**src/rtl/core/tdwm_pkg.sv**
```systemverilog
// shared types, constants and width tables for the terminal display width meter
package tdwm_pkg;

	localparam logic [7:0] CH_NUL   = 8'h00;
	localparam logic [7:0] CH_BEL   = 8'h07;
	localparam logic [7:0] CH_TAB   = 8'h09;
	localparam logic [7:0] CH_ESC   = 8'h1b;
	localparam logic [7:0] CH_CSI   = 8'h5b;
	localparam logic [7:0] CH_OSC   = 8'h5d;
	localparam logic [7:0] CH_BSL   = 8'h5c;
	localparam logic [7:0] CSI_LO   = 8'h40;
	localparam logic [7:0] CSI_HI   = 8'h7e;
	localparam logic [7:0] CH_DEL   = 8'h7f;
	localparam logic [7:0] LEAD_LO  = 8'hc0;
	localparam logic [7:0] LEAD_3   = 8'he0;
	localparam logic [7:0] LEAD_4   = 8'hf0;
	localparam logic [7:0] LEAD_HI  = 8'hf7;

	localparam int DATA_W  = 8;
	localparam int FIELD_W = 16;
	localparam int OUT_W   = 40;

	localparam logic [0:0] REG_CELL_LIMIT   = 1'b0;
	localparam logic [0:0] REG_LIMIT_ENABLE = 1'b1;

	localparam logic [1:0] END_TEXT  = 2'd0;
	localparam logic [1:0] END_LIMIT = 2'd1;
	localparam logic [1:0] END_NUL   = 2'd2;

	typedef enum logic [2:0] {
		PH_TEXT    = 3'd0,
		PH_ESC     = 3'd1,
		PH_CSI     = 3'd2,
		PH_OSC     = 3'd3,
		PH_OSC_ESC = 3'd4
	} phase_t;

	// what one byte does to the counters: a run of replacement cells, then one char
	typedef struct packed {
		logic [2:0] run_n;
		logic       put_en;
		logic [1:0] put_w;
		logic       nul_stop;
	} action_t;

	typedef struct packed {
		logic [20:0] lo;
		logic [20:0] hi;
	} span_t;

	localparam int N_ZERO = 13;
	localparam int N_WIDE = 14;

	localparam span_t ZERO_SPANS [N_ZERO] = '{
		'{21'h00300, 21'h0036f}, '{21'h00483, 21'h00489}, '{21'h00591, 21'h005bd},
		'{21'h00610, 21'h0061a}, '{21'h0064b, 21'h0065f}, '{21'h00670, 21'h00670},
		'{21'h006d6, 21'h006dc}, '{21'h00e31, 21'h00e31}, '{21'h00e34, 21'h00e3a},
		'{21'h0200b, 21'h0200f}, '{21'h02060, 21'h02064}, '{21'h0fe00, 21'h0fe0f},
		'{21'h0fe20, 21'h0fe2f}
	};

	localparam span_t WIDE_SPANS [N_WIDE] = '{
		'{21'h01100, 21'h0115f}, '{21'h02e80, 21'h0303e}, '{21'h03041, 21'h033ff},
		'{21'h03400, 21'h04dbf}, '{21'h04e00, 21'h09fff}, '{21'h0a000, 21'h0a4cf},
		'{21'h0ac00, 21'h0d7a3}, '{21'h0f900, 21'h0faff}, '{21'h0fe10, 21'h0fe19},
		'{21'h0fe30, 21'h0fe6f}, '{21'h0ff00, 21'h0ff60}, '{21'h0ffe0, 21'h0ffe6},
		'{21'h1f300, 21'h1faff}, '{21'h20000, 21'h3fffd}
	};

	function automatic logic [1:0] cells_of(input logic [20:0] cp);
		logic is_zero;
		logic is_wide;
		is_zero = 1'b0;
		is_wide = 1'b0;
		for (int i = 0; i < N_ZERO; i++) begin
			if (cp >= ZERO_SPANS[i].lo && cp <= ZERO_SPANS[i].hi) is_zero = 1'b1;
		end
		for (int i = 0; i < N_WIDE; i++) begin
			if (cp >= WIDE_SPANS[i].lo && cp <= WIDE_SPANS[i].hi) is_wide = 1'b1;
		end
		if (cp == 21'(CH_TAB)) return 2'd1;
		if (cp < 21'h20 || (cp >= 21'h7f && cp < 21'ha0)) return 2'd0;
		if (is_zero) return 2'd0;
		if (is_wide) return 2'd2;
		return 2'd1;
	endfunction

	function automatic logic [1:0] ascii_cells(input logic [7:0] b);
		if (b == CH_TAB) return 2'd1;
		if (b < 8'h20 || b == CH_DEL) return 2'd0;
		return 2'd1;
	endfunction

endpackage

```
**src/rtl/core/tdwm_decode.sv**
```systemverilog
// escape skipper and utf-8 collector, turns each byte into a counter action
module tdwm_decode import tdwm_pkg::*; #(
	parameter int COUNT_BITS = 16
) (
	input  logic                  clk,
	input  logic                  arst_n,
	input  logic                  step,
	input  logic [7:0]            byte_in,
	input  logic                  last_in,
	input  logic                  walking,
	input  logic [COUNT_BITS-1:0] at,
	output action_t               act,
	output logic [COUNT_BITS-1:0] run_base,
	output logic [COUNT_BITS-1:0] put_at
);

	phase_t                phase_q, phase_d;
	logic [20:0]           acc_q, acc_d, acc_n;
	logic [1:0]            cont_q, cont_d;
	logic [2:0]            pend_q, pend_d, pend_n;
	logic [COUNT_BITS-1:0] seq_q, seq_d;
	logic                  start_b;
	logic                  cp_ok;

	always_comb begin
		act      = '0;
		run_base = seq_q;
		put_at   = at;
		phase_d  = phase_q;
		acc_d    = acc_q;
		cont_d   = cont_q;
		pend_d   = pend_q;
		seq_d    = seq_q;
		start_b  = 1'b0;
		acc_n    = {acc_q[14:0], byte_in[5:0]};
		pend_n   = pend_q + 3'd1;
		cp_ok    = 1'b0;
		if (walking) begin
			unique case (phase_q)
				PH_ESC: begin
					if (byte_in == CH_NUL) act.nul_stop = 1'b1;
					else if (byte_in == CH_CSI) phase_d = PH_CSI;
					else if (byte_in == CH_OSC) phase_d = PH_OSC;
					else phase_d = PH_TEXT;
				end
				PH_CSI: begin
					if (byte_in == CH_NUL) act.nul_stop = 1'b1;
					else if (byte_in >= CSI_LO && byte_in <= CSI_HI) phase_d = PH_TEXT;
				end
				PH_OSC, PH_OSC_ESC: begin
					if (phase_q == PH_OSC_ESC && byte_in == CH_BSL) phase_d = PH_TEXT;
					else if (byte_in == CH_NUL) act.nul_stop = 1'b1;
					else if (byte_in == CH_BEL) phase_d = PH_TEXT;
					else if (byte_in == CH_ESC) phase_d = PH_OSC_ESC;
					else phase_d = PH_OSC;
				end
				PH_TEXT: begin
					if (cont_q == 2'd0) begin
						start_b = 1'b1;
					end else if (byte_in[7:6] != 2'b10) begin
						// broken sequence: each collected byte becomes a replacement
						act.run_n = pend_q;
						acc_d     = '0;
						cont_d    = 2'd0;
						pend_d    = 3'd0;
						start_b   = 1'b1;
					end else begin
						acc_d  = acc_n;
						pend_d = pend_n;
						cont_d = cont_q - 2'd1;
						if (cont_q == 2'd1) begin
							unique case (pend_n)
								3'd2: cp_ok = acc_n >= 21'h80;
								3'd3: cp_ok = acc_n >= 21'h800 &&
									(acc_n < 21'hd800 || acc_n > 21'hdfff);
								default: cp_ok = acc_n >= 21'h10000 && acc_n <= 21'h10ffff;
							endcase
							if (cp_ok) begin
								act.put_en = 1'b1;
								act.put_w  = cells_of(acc_n);
								put_at     = seq_q;
							end else begin
								act.run_n = pend_n;
							end
							acc_d  = '0;
							pend_d = 3'd0;
						end
					end
				end
				default: phase_d = PH_TEXT;
			endcase
			if (start_b) begin
				if (byte_in == CH_NUL) begin
					act.nul_stop = 1'b1;
				end else if (byte_in == CH_ESC) begin
					phase_d = PH_ESC;
				end else if (byte_in < 8'h80) begin
					act.put_en = 1'b1;
					act.put_w  = ascii_cells(byte_in);
				end else if (byte_in >= LEAD_LO && byte_in <= LEAD_HI) begin
					pend_d = 3'd1;
					seq_d  = at;
					if (byte_in < LEAD_3) begin
						acc_d  = 21'(byte_in[4:0]);
						cont_d = 2'd1;
					end else if (byte_in < LEAD_4) begin
						acc_d  = 21'(byte_in[3:0]);
						cont_d = 2'd2;
					end else begin
						acc_d  = 21'(byte_in[2:0]);
						cont_d = 2'd3;
					end
				end else begin
					act.put_en = 1'b1;
					act.put_w  = 2'd1;
				end
			end
			// sequence cut by end of text
			if (last_in && cont_d != 2'd0) begin
				if (act.run_n == 3'd0) begin
					act.run_n = pend_d;
					run_base  = seq_d;
				end else begin
					act.put_en = 1'b1;
					act.put_w  = 2'd1;
					put_at     = at;
				end
			end
		end
		if (last_in) begin
			phase_d = PH_TEXT;
			acc_d   = '0;
			cont_d  = 2'd0;
			pend_d  = 3'd0;
			seq_d   = '0;
		end
	end

	always_ff @(posedge clk or negedge arst_n) begin
		if (!arst_n) begin
			phase_q <= PH_TEXT;
			acc_q   <= '0;
			cont_q  <= 2'd0;
			pend_q  <= 3'd0;
			seq_q   <= '0;
		end else if (step) begin
			phase_q <= phase_d;
			acc_q   <= acc_d;
			cont_q  <= cont_d;
			pend_q  <= pend_d;
			seq_q   <= seq_d;
		end
	end

endmodule

```
**src/rtl/core/tdwm_meter.sv**
```systemverilog
// width, byte and finish counters with the cell limit check
module tdwm_meter import tdwm_pkg::*; #(
	parameter int COUNT_BITS = 16
) (
	input  logic                  clk,
	input  logic                  arst_n,
	input  logic                  step,
	input  logic                  last_in,
	input  action_t               act,
	input  logic [COUNT_BITS-1:0] run_base,
	input  logic [COUNT_BITS-1:0] put_at,
	input  logic [FIELD_W-1:0]    cell_limit,
	input  logic                  limit_en,
	output logic                  walking,
	output logic [COUNT_BITS-1:0] at,
	output logic [FIELD_W-1:0]    res_width,
	output logic [FIELD_W-1:0]    res_bytes,
	output logic [1:0]            res_reason
);

	localparam int CB = COUNT_BITS;
	localparam int CW = (COUNT_BITS > FIELD_W) ? COUNT_BITS : FIELD_W;
	localparam logic [CW-1:0] FIELD_MAX = CW'({FIELD_W{1'b1}});

	logic [CB-1:0] width_q, width_d;
	logic [CB-1:0] bytes_q, bytes_d;
	logic [1:0]    fin_q, fin_d;
	logic [CB-1:0] sat_w [7];
	logic [CB:0]   sum_w [7];
	logic [3:0]    stop;
	logic          run_stop;
	logic [2:0]    k;
	logic [2:0]    add_n;
	logic [CB-1:0] wid1;
	logic [CB:0]   base_sum;
	logic [CB:0]   next_sum;
	logic [CB-1:0] base_k;
	logic [CB-1:0] next_at;
	logic          put_stop;
	logic [CW-1:0] ext_w;
	logic [CW-1:0] ext_b;

	assign walking = fin_q == 2'd0;
	assign at      = bytes_q;

	always_comb begin
		for (int i = 0; i < 7; i++) begin
			sum_w[i] = {1'b0, width_q} + (CB+1)'(i);
			sat_w[i] = sum_w[i][CB] ? {CB{1'b1}} : sum_w[i][CB-1:0];
		end
		for (int i = 0; i < 4; i++) begin
			stop[i] = limit_en && (CW'(sat_w[i]) >= CW'(cell_limit));
		end
		run_stop = 1'b0;
		k        = 3'd0;
		for (int i = 3; i >= 0; i--) begin
			if (3'(i) < act.run_n && stop[i]) begin
				run_stop = 1'b1;
				k        = 3'(i);
			end
		end
		wid1     = sat_w[act.run_n];
		put_stop = act.put_en && act.put_w != 2'd0 && limit_en &&
			(CW'(wid1) >= CW'(cell_limit));
		add_n    = act.run_n + (act.put_en ? {1'b0, act.put_w} : 3'd0);
		base_sum = {1'b0, run_base} + (CB+1)'(k);
		base_k   = base_sum[CB] ? {CB{1'b1}} : base_sum[CB-1:0];
		next_sum = {1'b0, bytes_q} + (CB+1)'(1);
		next_at  = next_sum[CB] ? {CB{1'b1}} : next_sum[CB-1:0];

		width_d = width_q;
		bytes_d = bytes_q;
		fin_d   = fin_q;
		if (walking) begin
			if (run_stop) begin
				fin_d   = END_LIMIT;
				bytes_d = base_k;
				width_d = sat_w[k];
			end else if (put_stop) begin
				fin_d   = END_LIMIT;
				bytes_d = put_at;
				width_d = wid1;
			end else if (act.nul_stop) begin
				fin_d   = END_NUL;
				width_d = wid1;
			end else begin
				width_d = sat_w[add_n];
				bytes_d = next_at;
			end
		end

		ext_w      = CW'(width_d);
		ext_b      = CW'(bytes_d);
		res_width  = (ext_w > FIELD_MAX) ? {FIELD_W{1'b1}} : ext_w[FIELD_W-1:0];
		res_bytes  = (ext_b > FIELD_MAX) ? {FIELD_W{1'b1}} : ext_b[FIELD_W-1:0];
		res_reason = fin_d;
	end

	always_ff @(posedge clk or negedge arst_n) begin
		if (!arst_n) begin
			width_q <= '0;
			bytes_q <= '0;
			fin_q   <= 2'd0;
		end else if (step) begin
			if (last_in) begin
				width_q <= '0;
				bytes_q <= '0;
				fin_q   <= 2'd0;
			end else begin
				width_q <= width_d;
				bytes_q <= bytes_d;
				fin_q   <= fin_d;
			end
		end
	end

endmodule

```
**src/rtl/core/terminal_display_width_meter.sv**
```systemverilog
// top level: input stage, config registers, decode, counters and result register
// a request is registered in the input stage, and on a last byte its result goes into the result register
// throughput: one byte per cycle but for a held last byte, set by the counter update loop
// a last byte waits in the input stage only while an earlier result is not taken
// reset: asynchronous, clears the walk, the stages and restores the config defaults
module terminal_display_width_meter import tdwm_pkg::*; #(
	parameter int COUNT_BITS = 16
) (
	input  logic                 clk,
	input  logic                 arst_n,
	input  logic                 s_tvalid,
	output logic                 s_tready,
	input  logic [DATA_W-1:0]    s_tdata,   // text_byte
	input  logic                 s_tlast,   // end_of_text
	output logic                 m_tvalid,
	input  logic                 m_tready,
	output logic [OUT_W-1:0]     m_tdata,   // cell_width, bytes_consumed, end_reason, zero pad
	input  logic                 cfg_we,
	input  logic [0:0]           cfg_index,
	input  logic [FIELD_W-1:0]   cfg_data
);

	logic                  valid_s1;
	logic [DATA_W-1:0]     byte_s1;
	logic                  last_s1;
	logic [FIELD_W-1:0]    cell_limit_q;
	logic                  limit_en_q;
	logic                  out_valid_q;
	logic [OUT_W-1:0]      out_data_q;
	logic                  out_free;
	logic                  step;
	logic                  walking;
	logic [COUNT_BITS-1:0] at;
	logic [COUNT_BITS-1:0] run_base;
	logic [COUNT_BITS-1:0] put_at;
	action_t               act;
	logic [FIELD_W-1:0]    res_width;
	logic [FIELD_W-1:0]    res_bytes;
	logic [1:0]            res_reason;

	assign out_free = !out_valid_q || m_tready;
	assign step     = valid_s1 && (!last_s1 || out_free);
	assign s_tready = !valid_s1 || step;
	assign m_tvalid = out_valid_q;
	assign m_tdata  = out_data_q;

	always_ff @(posedge clk or negedge arst_n) begin
		if (!arst_n) begin
			cell_limit_q <= {FIELD_W{1'b1}};
			limit_en_q   <= 1'b0;
		end else if (cfg_we) begin
			unique case (cfg_index)
				REG_CELL_LIMIT:   cell_limit_q <= cfg_data;
				REG_LIMIT_ENABLE: limit_en_q   <= cfg_data[0];
				default: ;
			endcase
		end
	end

	always_ff @(posedge clk or negedge arst_n) begin
		if (!arst_n) begin
			valid_s1 <= 1'b0;
		end else if (s_tready) begin
			valid_s1 <= s_tvalid;
		end
	end

	always_ff @(posedge clk) begin
		if (s_tvalid && s_tready) begin
			byte_s1 <= s_tdata;
			last_s1 <= s_tlast;
		end
	end

	always_ff @(posedge clk or negedge arst_n) begin
		if (!arst_n) begin
			out_valid_q <= 1'b0;
		end else if (step && last_s1) begin
			out_valid_q <= 1'b1;
		end else if (m_tready) begin
			out_valid_q <= 1'b0;
		end
	end

	always_ff @(posedge clk) begin
		if (step && last_s1) begin
			out_data_q <= {6'd0, res_reason, res_bytes, res_width};
		end
	end

	tdwm_decode #(
		.COUNT_BITS (COUNT_BITS)
	) u_decode (
		.clk      (clk),
		.arst_n   (arst_n),
		.step     (step),
		.byte_in  (byte_s1),
		.last_in  (last_s1),
		.walking  (walking),
		.at       (at),
		.act      (act),
		.run_base (run_base),
		.put_at   (put_at)
	);

	tdwm_meter #(
		.COUNT_BITS (COUNT_BITS)
	) u_meter (
		.clk        (clk),
		.arst_n     (arst_n),
		.step       (step),
		.last_in    (last_s1),
		.act        (act),
		.run_base   (run_base),
		.put_at     (put_at),
		.cell_limit (cell_limit_q),
		.limit_en   (limit_en_q),
		.walking    (walking),
		.at         (at),
		.res_width  (res_width),
		.res_bytes  (res_bytes),
		.res_reason (res_reason)
	);

endmodule

```
**config.mk**
```make
export PLATFORM = sky130hd
export DESIGN_NAME = terminal_display_width_meter
export DESIGN_NICKNAME = d
export VERILOG_FILES = /design/src/rtl/core/tdwm_pkg.sv /design/src/rtl/core/tdwm_decode.sv /design/src/rtl/core/tdwm_meter.sv /design/src/rtl/core/terminal_display_width_meter.sv
export SDC_FILE = /design/constraint.sdc
export NUM_CORES = 1
export LEC_CHECK = 0
export ABC_AREA = 1
export BUFFER_PORTS_ARGS = -buffer_cell sky130_fd_sc_hd__buf_2
export CORE_MARGIN = 1.5
export CORE_UTILIZATION = 45
export DETAILED_ROUTE_END_ITERATION = 8
export GPL_ROUTABILITY_DRIVEN = 0
export GPL_TIMING_DRIVEN = 0
export PLACE_DENSITY_LB_ADDON = 0.05
export SLEW_MARGIN = 20
export SYNTH_ARGS = -nofsm -noshare
export SYNTH_HDL_FRONTEND = slang
export SYNTH_SLANG_ARGS = --single-unit
export TNS_END_PERCENT = 10
```
**constraint.sdc**
```tcl
create_clock -name clk -period 5.7 [get_ports clk]
set_input_delay 0.855 -clock clk [delete_from_list [all_inputs] [get_ports clk]]
set_output_delay 0.855 -clock clk [all_outputs]
set_load 0.1 [all_outputs]
```
==> summary.md <==
| Metric | Value |
|---|---|
| Wire length of the first global-routing pass | 110000 um |
| Relative slew margins | 0.376 |
| Most repeated library cell on the critical path | sky130_fd_sc_hd__nand2_1 |
| Signed area change from the synthesized netlist to the final layout | 16.1% |
| Leakage power | 9.64 nW |
| Fill cell instance count of the final layout | 3832 |
| Transition at the pin with the smallest max-transition slack | 0.933 ns |
| Number of global-route vias before repair | 19400 |
| Post-layout min period | 5.47 ns |
| Number of standard cells in the final layout excluding fillers | 3439 |
| Peak supply drop | 0.000241 V |
| Total number of placement rows | 70 |
| Final Routed Wirelength | 72300 um |
| Met2 track demand over resource in global routing | 0.589 |
| Worst path buffer plus inverter count | 6 |
| Routed WL per cell | 21.0 um |
| Biggest area contributors in the synthesized netlist | sky130_fd_sc_hd__nand2_1, sky130_fd_sc_hd__dfrtp_1, sky130_fd_sc_hd__nand3_1 |
| Share of the synthesized area in the top cell type | 0.193 |
| Pin count of the biggest net entering global routing | 75 |
| Clock buffer depth | 2 |
| Most used routing layer | met2 |
| Post-synth EDFFs | 43 |
| Die footprint | 0.0383 sq mm |
| Final Cell Area | 0.0194 sq mm |
| Final Skew | 0.00979 ns |
| Core area | 0.0366 sq mm |
| Flip-flop cell with the highest count after synthesis | sky130_fd_sc_hd__dfrtp_1 |
| Slowest CP cell | sky130_fd_sc_hd__dfrtp_2 |
| Layout cell share with drive strength beyond 1 | 0.156 |
| Critical Path Max Stage Delay | 0.52 ns |
| Fraction of the yosys area taken by sequential cells | 0.216 |
| Most numerous cell types in the synthesized netlist | sky130_fd_sc_hd__nand2_1, sky130_fd_sc_hd__nand3_1, sky130_fd_sc_hd__inv_1, sky130_fd_sc_hd__nor2_1, sky130_fd_sc_hd__o21ai_0 |
| HPWL after detailed placement | 55800 um |
| Net count reported at finish | 3088 |
| Status | finished, final reports clean |
| Number of input and output port buffers inserted | 66 |
| Global routing usage on met3 | 0.0762 |
| Endpoint kind of the worst setup timing path | flip-flop |
| Seq pwr share | 0.202 |
| Worst endpoint data arrival time | 5.65 ns |
| Vias | 20700 |
| Footprint of the flip-flops and latches | 0.00363 sq mm |
| DIE HEIGHT | 196 um |
| Tcrit/Tclk final | 0.959 |
| Reg clk slew, reported paths | 0.06 ns |
| Met1 track demand over resource in global routing | 0.465 |
| Clock Root Buffer | sky130_fd_sc_hd__clkbuf_16 |
| Maximum fanout encountered on the critical timing path | 10 |
| Residual DRC count | 0 |
| Final count of negative-setup-slack endpoints | 0 |
| Number of max-cap violations | 0 |
| Multi-input combinational cell area | 0.0118 sq mm |
| N_diodes | 0 |
| Worst Setup Start Kind | flip-flop |
| Worst min-delay path class | in2async |
| Initial antenna violation count | 0 |
| DRC violation total after the first TritonRoute iteration | 2526 |
| Switching part of the total | 0.522 |
| Most area-hungry cell type in the Yosys netlist | sky130_fd_sc_hd__nand2_1 |
| Share of synthesized flip-flops with an asynchronous set or reset | 0.681 |
| Synth warn | 0 |
| Clock Latency Late Sink | 0.45 ns |
| Internal cell power | 3.09 mW |
| Total congestion overflow | 0 |
| Post-placement cell area | 0.0177 sq mm |
| CTS H-Tree Depth | 4 |
| Synth Register Bits | 135 |
| Chip Width | 196 um |
| CTS tree | built |
| Count of placed standard cells including taps | 3354 |
| Mean instance size in the synthesized netlist | 5.94 sq um |
| Power share of the clock group | 0.186 |
| Number of hold violations in the final report | 0 |
| Family with the most delay on the worst path | simple AND/OR/NAND/NOR gates |
| Antenna-violating nets left | 0 |
| Post-synthesis cell count | 2814 |
| Final Max Tran Viols | 0 |
| Initial core utilization | 0.457 |
| Leading cell type by number of instances after synthesis | sky130_fd_sc_hd__nand2_1 |
| Combinational fraction of design power | 0.612 |
| Hold-fix buffer count after cts | 0 |
| I/O pin total | 73 |
| Number of unique standard cell types used by synthesis | 62 |
| Highest attainable clock frequency | 183 MHz |
| Syn Std Cell Area | 0.0167 sq mm |
| All-Layer GR Usage | 0.375 |
| Number of vias per cell after detailed routing | 6.02 |
| Required time of the critical path | 5.89 ns |
| Clock sink count | 135 |
| Class of the most critical setup path | reg2reg |
| Power per cell area | 333 mW/mm^2 |
| RSZ-0062 raised after global routing | yes |
| Total clock buffers created by CTS | 17 |
| Switch Pwr | 3.37 mW |
| Number of search-and-repair iterations in the first detailed-routing pass | 8 |
sequential cells by signal, summed over array words and instances (netlist names), 3 cells and up:
| signal | count |
|---|---|
| u_meter.at | 16 |
| u_decode.seq_q | 16 |
| cell_limit_q | 16 |
| byte_s1 | 8 |
| u_decode.phase_q | 3 |
| u_decode.pend_q | 3 |
| u_meter.width_q | 16 |
| m_tdata | 34 |
| u_decode.acc_q | 15 |
final timing paths:
path / end / cells past startpoint / from / slack, ns
max: m_tdata[31] / 30 / u_meter.width_q[3] / 0.23
min: u_decode.acc_q[5] / 1 / arst_n / 0.25
max reg2reg: m_tdata[31] / 30 / u_meter.width_q[3] / 0.23
min reg2reg: m_tvalid / 2 / m_tvalid / 0.54
max in group asynchronous: cell_limit_q[8] / 2 / arst_n / 4.72
min in group clk: m_tvalid / 2 / m_tvalid / 0.54
layer usage:
metal | routed length [um] | share of wire | vias to the layer above
li1 | - | - | 9592
met1 | 27900 | 0.39 | 9422
met2 | 31300 | 0.43 | 1324
met3 | 7200 | 0.10 | 356
met4 | 5840 | 0.081 | 0
met5 | 0 | 0 | -
worst register-to-register path: cells and delay by family (launching register included):
| kind | cells | cell delay, ns |
|---|---|---|
| buffers and inverters | 6 | 0.96 |
| AND/OR/NAND/NOR | 16 | 2.12 |
| AO/OA/AOI/OAI | 5 | 0.84 |
| flip-flops | 1 | 0.52 |
| adder cells (fa/ha/maj) | 3 | 0.73 |
power groups by stage:
stage	registers [mW]	logic [mW]	clock network, mW
3_5_place_dp	1.30	3.53	0
3_3_place_gp	1.30	3.47	0
4_1_cts	1.29	3.62	1.23
2_1_floorplan	1.47	2.25	0
6_report	1.30	3.96	1.20
5_1_grt	1.31	4.24	1.26
placed cells by master, fill, tap and decap left out, drive strengths merged, types with 2 or more instances in the layout:
master,count
a21boi,3
o22ai,48
inv,306
o32ai,3
o2111ai,2
o221ai,10
xor2,35
buf,198
dfstp,16
nand3b,8
nand3,350
o21ai,170
dfrtp,76
o21a,11
a221oi,3
edfxtp,43
clkbuf,89
nand2,887
nor4,2
a21oi,126
o22a,2
a31oi,7
nand4,53
nor3,51
conb,6
a32oi,2
ha,97
o211ai,21
xnor2,7
o31ai,4
bufinv,3
o21bai,3
nor2,296
or2,5
clkinvlp,4
fa,2
clkinv,9
a211oi,5
final cells by class:
class | instances | area share
sequential | 135 | 0.187
timing repair buffer | 121 | 0.0398
multi-input combinational | 2227 | 0.605
tap | 468 | 0.0301
clock buffer | 22 | 0.0255
inverter | 312 | 0.0619
buffer | 144 | 0.0432
clock inverter | 10 | 0.00708
cell families (layout without fill, tap and decap cells):
family / count (synthesis) / count (layout) / synth area share
AND/OR/NAND/NOR: 1654 / 1654 / 0.426
other: 1 / 6 / 0.000224
XOR/XNOR: 42 / 42 / 0.0220
flip-flops: 135 / 135 / 0.216
buffers and inverters: 457 / 609 / 0.113
AO/OA/AOI/OAI: 426 / 426 / 0.147
adder cells (fa/ha/maj): 99 / 99 / 0.0750
through the flow:
step                TNS [ns]  hold WS [ns]  power (mW)  utilization  setup WS (ns)
finish                     0         0.251        6.46        0.531          0.235
global route           -1.79         0.257        6.82        0.531        -0.0855
CTS                 -0.00930         0.246        6.14        0.508       -0.00930
detailed placement    -68.28         0.518        4.83        0.483          -1.36
global placement      -61.42         0.509        4.77        0.482          -1.22
floorplan                  0         0.493        3.72            -          0.764
what timing repair did:
| action | 4_1_cts | 5_1_grt |
|---|---|---|
| resized for setup | 69 | 183 |
| cloned | 0 | 0 |
| buffers inserted | 12 | 42 |
| pin swaps | 5 | 22 |
| endpoints found under the setup margin | 67 | 66 |
Note: power is estimated with default switching activity, not from simulation.
